$ cat src/rtl/assert_macros.svh
// Assertion macros shared by the agent RTL.
// Depends on nothing; included by the files that carry assertions.
`ifndef ASSERT_MACROS_SVH
`define ASSERT_MACROS_SVH

// Same-cycle implication under a synchronous active-low reset.
`define QLTA_ASSERT_IMP(label, clk, rst_n, ante, cons, msg) \
    label: assert property (@(posedge clk) disable iff (!rst_n) (ante) |-> (cons)) \
        else $error(msg);

// Next-cycle implication under a synchronous active-low reset.
`define QLTA_ASSERT_NXT(label, clk, rst_n, ante, cons, msg) \
    label: assert property (@(posedge clk) disable iff (!rst_n) (ante) |=> (cons)) \
        else $error(msg);

`endif

$ cat src/rtl/qlta_rem.sv
// Bit-serial restoring remainder unit, one dividend bit per cycle.
// Depends on nothing.
module qlta_rem #(
    parameter int DW = 16,
    parameter int VW = 5
) (
    input  logic          i_clk,
    input  logic          i_rst_n,
    input  logic          i_start,
    input  logic [DW-1:0] i_dividend,
    input  logic [VW-1:0] i_divisor,
    output logic          o_done,
    output logic [VW-1:0] o_rem
);
    localparam int CW = $clog2(DW + 1);

    logic          r_busy;
    logic [CW-1:0] r_cnt;
    logic [DW-1:0] r_sh;
    logic [VW-1:0] r_div;
    logic [VW-1:0] r_rem;
    logic [VW:0]   w_trial;
    logic          w_fits;

    assign w_trial = {r_rem, r_sh[DW-1]};
    assign w_fits  = w_trial >= {1'b0, r_div};

    always_ff @(posedge i_clk) begin
        if (!i_rst_n) begin
            r_busy <= 1'b0;
            r_cnt  <= '0;
        end else if (i_start) begin
            r_busy <= 1'b1;
            r_cnt  <= CW'(DW);
            r_sh   <= i_dividend;
            r_div  <= i_divisor;
            r_rem  <= '0;
        end else if (r_busy) begin
            if (r_cnt != '0) begin
                r_rem <= w_fits ? VW'(w_trial - {1'b0, r_div}) : w_trial[VW-1:0];
                r_sh  <= r_sh << 1;
                r_cnt <= r_cnt - CW'(1);
            end else begin
                r_busy <= 1'b0;
            end
        end
    end

    assign o_done = r_busy && (r_cnt == '0);
    assign o_rem  = r_rem;
endmodule

$ cat config.mk
export PLATFORM = sky130hd
export DESIGN_NAME = qlta_rem
export DESIGN_NICKNAME = d
export VERILOG_FILES = /design/src/rtl/assert_macros.svh /design/src/rtl/qlta_rem.sv
export SDC_FILE = /design/constraint.sdc
export NUM_CORES = 1
export LEC_CHECK = 0
export BUFFER_PORTS_ARGS = -buffer_cell sky130_fd_sc_hd__buf_2
export CAP_MARGIN = 20
export CORE_MARGIN = 5
export CORE_UTILIZATION = 58
export CTS_CLUSTER_DIAMETER = 40
export DETAILED_ROUTE_END_ITERATION = 10
export GPL_TIMING_DRIVEN = 0
export PLACE_DENSITY_LB_ADDON = 0.12
export SETUP_SLACK_MARGIN = 0.15
export SLEW_MARGIN = 20
export SYNTH_ARGS = -nofsm -noshare
export SYNTH_HDL_FRONTEND = slang
export SYNTH_SLANG_ARGS = --single-unit
$ cat constraint.sdc
create_clock -name i_clk -period 3.9 [get_ports i_clk]
set_clock_uncertainty 0.15 [all_clocks]
set_input_delay 0.585 -clock i_clk [delete_from_list [all_inputs] [get_ports i_clk]]
set_output_delay 0.585 -clock i_clk [all_outputs]
set_load 0.02 [all_outputs]
Word-level counts from Yosys, hierarchy flattened

Index checks and enable logic that the tools add are counted.

Logic and storage cells: 32
Flip-flop bits (word level): 32

Add/subtract/negate cells: 2
Bitwise logic cells: 1
Muxes and demuxes: 12
Order comparisons: 1
Reductions and logical operators: 10

Operators by type and width:

| cell                | number |
|---|---|
| $mux 16             | 3 |
| $mux 5              | 6 |
| $ge 6x5->1          | 1 |
| $reduce_and 2->1    | 3 |
| $logic_not 5->1     | 1 |
| $reduce_bool 5->1   | 1 |
| $sub 5x1->5 const B | 1 |
| $sub 5x5->5         | 1 |
| $reduce_bool 2->1   | 2 |
| $mux 1              | 3 |
| $reduce_and 3->1    | 1 |
| $reduce_or 2->1     | 1 |
| $logic_and 1x1->1   | 1 |
| $not 1->1           | 1 |

Logic depth before layout (Yosys ltp)

Depth after elaboration: 4
Gate-level depth with buffers: 8
Gate-level depth less buffers: 8

Least setup slack after synthesis

OpenSTA, ideal clock, no wires.

Kind: input to register
Start: in i_start
End: reg r_rem[0], in the netlist o_rem[0] (enable)
Path slack: 1.706 ns
Setup time: 0.379 ns
Stages on the path: 3
Arrival time: 1.665 ns
Buffers on the path: 2
Cells stage by stage: clkbuf_1 -> clkbuf_1 -> o21a_1

Longest elaborated chain between the ends: 2
Elaborated cells on any way between the ends: 3
Classes of those cells: reduce/logical (3)

RTL lines:

| item                                  | RTL line       | text |
|---|---|---|
| start: declaration                    | qlta_rem.sv:9  | `input logic i_start,` |
| $reduce_bool 2->1 (no source line)    | -              |  |
| $reduce_and 3->1 (no source line) (*) | -              |  |
| end signal: assignment                | qlta_rem.sv:40 | `r_rem <= w_fits ? VW'(w_trial - {1'b0, r_div}) : w_trial[VW-1:0];` |
| end: declaration                      | qlta_rem.sv:21 | `logic [VW-1:0] r_rem;` |

Every way passes the cells marked *; elsewhere a longest branch is shown, timed or not.
A chain may end at the register's enable or synchronous reset.

Worst setup path in the final report

Start: reg r_cnt[0]
End: reg r_sh[4] (enable)

Longest elaborated chain between the ends: 3

RTL lines:

| item                               | RTL line       | text |
|---|---|---|
| start: declaration                 | qlta_rem.sv:18 | `logic [CW-1:0] r_cnt;` |
| start signal: assignment           | qlta_rem.sv:34 | `r_cnt <= CW'(DW);` |
| start signal: assignment           | qlta_rem.sv:42 | `r_cnt <= r_cnt - CW'(1);` |
| $reduce_bool 5->1                  | qlta_rem.sv:39 | `if (r_cnt != '0) begin` |
| $reduce_bool 2->1 (no source line) | -              |  |
| $reduce_and 3->1 (no source line)  | -              |  |
| end signal: assignment             | qlta_rem.sv:35 | `r_sh <= i_dividend;` |
| end signal: assignment             | qlta_rem.sv:41 | `r_sh <= r_sh << 1;` |
| end: declaration                   | qlta_rem.sv:19 | `logic [DW-1:0] r_sh;` |

No other way between the ends.

==> results.py <==
metrics = {
    "cells_and_area": {
        "multi_input_area_sq_um": 556,
        "regArea_sq_um": 901,
        "nets": 181,
        "fill_cells": 186,
        "layout_common_cells": "29 x buf_2, 26 x edfxtp_1, 15 x mux2_2",
        "final_util_pct": 69.8,
        "layout_commonest_cell": "buf_2",
        "diodes": 0,
        "layout-drive-gt1-share_pct": 36.4,
        "syn_to_final_growth_pct": 15.0,
    },
    "cts": {
        "clock-root-buffer": "clkbuf_4",
        "cts.sinks": 32,
        "cts_tree": "done",
        "clock_latency_ns": 0.32,
        "cts_made_buffers": 5,
        "cts_max_level": 2,
        "cts_hold_buf": 0,
        "cts_resized": 0,
        "cts.path.max_buffers": 2,
        "path_clk_slew_ns": 0.10,
        "cts_setup_buffers": 0,
    },
    "sta": {
        "period_needed_ns": 2.38,
        "setup_violations": 0,
        "setup_slack_ns": 1.52,
        "fmaxAchievable_mhz": 420,
        "drv_slew": 0,
        "fin_crit_sh_pct": 61.1,
        "rsz0062_at_grt": "false",
        "hold_violations": 0,
        "setup-tns-final_ns": 0,
        "worstMarginPinSlew_ns": 0.921,
        "slew_headroom_pct": 38.6,
    },
    "logic_synthesis": {
        "ys_seq_elements": 32,
        "synthTopCellsByArea": "edfxtp_1 51%, mux2_2 11%, dfxtp_1 7.9%, ha_1 4.9%, inv_1 2.5%",
        "synthArstFlopShare_pct": 0,
        "syn_area_sq_um": 1520,
        "synthCells": 115,
        "synth.avg_cell_area_sq_um": 13.2,
        "yosysWarningCount": 0,
        "syn_nets": 146,
        "synth_ff_type": "edfxtp_1",
        "synth_cell_type_count": 27,
        "yosysTopAreaCell": "edfxtp_1",
        "synth_edf_count": 26,
        "yosys.area.top_type_share_pct": 51.4,
        "synth-seq-area-share_pct": 59.4,
    },
    "die": {
        "core_area_sq_um": 2500,
        "num_rows": 18,
        "die-height_um": 61.2,
        "io-pin-count": 30,
        "die_width_um": 61.2,
        "initial_core_util_pct": 60.7,
        "dieArea_sq_um": 3740,
    },
    "placed_design": {
        "dp_slack_ns": 1.31,
        "io_buffers": 28,
        "dp_hpwl_um": 2070,
        "gp_congestion": 0.820,
    },
    "drt": {
        "drtIter0Drc": 34,
        "wl_met1_um": 1090,
        "highest_layer": "met4",
        "routedWlPerCell_um": 15.1,
        "vias": 971,
        "antenna_left": 0,
        "drcViolationCount": 0,
        "dr_wl_met3_um": 149,
        "wirelength_um": 2730,
        "wl_met2_um": 1440,
        "firstDrtPassIters": 6,
        "viasPerCell": 5.36,
    },
    "worst_setup_path": {
        "crit_arrival_ns": 2.17,
        "worstSetupPathType": "register to register",
        "startpoint_type": "register",
        "cp_max_fo": 21,
        "crit_path_end_kind": "register",
        "worst_ep_required_time_ns": 3.69,
    },
    "global_route": {
        "antenna_found_initial": 0,
        "grt_pass1_vias": 994,
        "grt_use_total_pct": 16.5,
        "grt_pass1_wl_um": 4300,
        "grt_max_degree": 22,
        "overflow": 0,
    },
    "pwr": {
        "powerDensity_nw_per_um2": 405,
        "power_frac_seq_pct": 57.6,
        "clkPwrFrac_pct": 25.0,
        "cellInternalPower_w": 0.000525,
        "p_comb_share_pct": 17.3,
        "peakVddDrop_mv": 0.320,
        "p_leak_nw": 0.706,
        "p_switching_w": 0.000182,
        "sw_frac_of_total_pct": 25.8,
    },
    "worst_hold_path": {
        "hp-class": "input port to register",
    },
    "flow_run": {
        "max_cap_violations": 0,
    },
    "run_status": {
        "status": "finished clean",
    },
}
per-layer routing:
| metal | vias up | GRT usage, % |
|---|---|---|
| met4 | 0 | 8.36 |
| met1 | 459 | 17.0 |
| met5 | - | 0 |
| met3 | 6 | 5.45 |
| met2 | 24 | 29.5 |
| li1 | 482 | - |
path summary, 6_finish.rpt:
kind / startpoint / end / slack [ns] / cells after the start
hold reg to reg: r_cnt[4]$_SDFFE_PN0P_ / r_cnt[4]$_SDFFE_PN0P_ / 0.40 / 2
setup reg to reg: r_cnt[0]$_SDFFE_PP0P_ / r_sh[4]$_DFFE_PP_ / 1.52 / 6
hold / removal: i_divisor[2] / r_div[2]$_DFFE_PP_ / 0.29 / 1
setup / recovery: r_cnt[0]$_SDFFE_PP0P_ / r_sh[4]$_DFFE_PP_ / 1.52 / 6
sequential cells by signal, summed over array words and instances, names as in the netlist:
name and flops:
r_sh 16, r_cnt 5, r_div 5, r_busy 1, o_rem 5
cell families after synthesis:
group,after synthesis,share of synthesized area [%]
AO/OA/AOI/OAI,12,5.93
XOR/XNOR,6,3.46
adder cells (fa/ha/maj),7,6.27
buffers and inverters,14,4.04
flip-flops,32,59.4
multiplexers,16,11.8
AND/OR/NAND/NOR,28,9.15
critical path, stage by stage (launching register included):
cell and delay [ns]:
dfxtp_1 0.34, inv_1 0.06, ha_1 0.19, or4b_4 0.48, and2_4 0.17, buf_6 0.12, o21a_1 0.49
cell type report:
cell class	count	area share [%]
Multi-Input combinational cell	69	31.8
Inverter	10	2.15
Sequential cell	32	51.6
Tap cell	30	2.15
Clock inverter	1	0.287
Clock buffer	7	2.58
Buffer	4	1.36
Timing Repair Buffer	28	8.03
power groups by stage:
| stage | sequential [W] | clock [W] | combinational, W |
|---|---|---|---|
| 3_5_place_dp | 0.000416 | 0 | 0.000124 |
| 2_1_floorplan | 0.000418 | 0 | 0.0000836 |
| 3_3_place_gp | 0.000414 | 0 | 0.000116 |
| 6_report | 0.000408 | 0.000177 | 0.000123 |
| 4_1_cts | 0.000408 | 0.000182 | 0.000124 |
| 5_1_grt | 0.000410 | 0.000200 | 0.000136 |
per-stage QoR:
step / instance area, sq um / hold slack [ns] / total power, W / instances
after floorplan: 1520 / 0.353 / 0.000502 / 115
after global placement: 1700 / 0.371 / 0.000531 / 173
after detailed placement: 1700 / 0.385 / 0.000540 / 173
after CTS: 1750 / 0.277 / 0.000715 / 181
after global routing: 1750 / 0.263 / 0.000746 / 181
final: 1750 / 0.287 / 0.000707 / 181
cell usage after synthesis, types with 2 or more instances:
master,n
nor2_1,10
clkbuf_1,2
mux2_2,15
a21oi_1,4
xor2_1,2
o21a_1,2
o22ai_1,2
dfxtp_1,6
a211oi_1,2
nand2_1,6
ha_1,6
nand3_1,5
inv_1,10
edfxtp_1,26
xnor2_1,4
and2_1,2
Power figures use the tool's default switching activity.
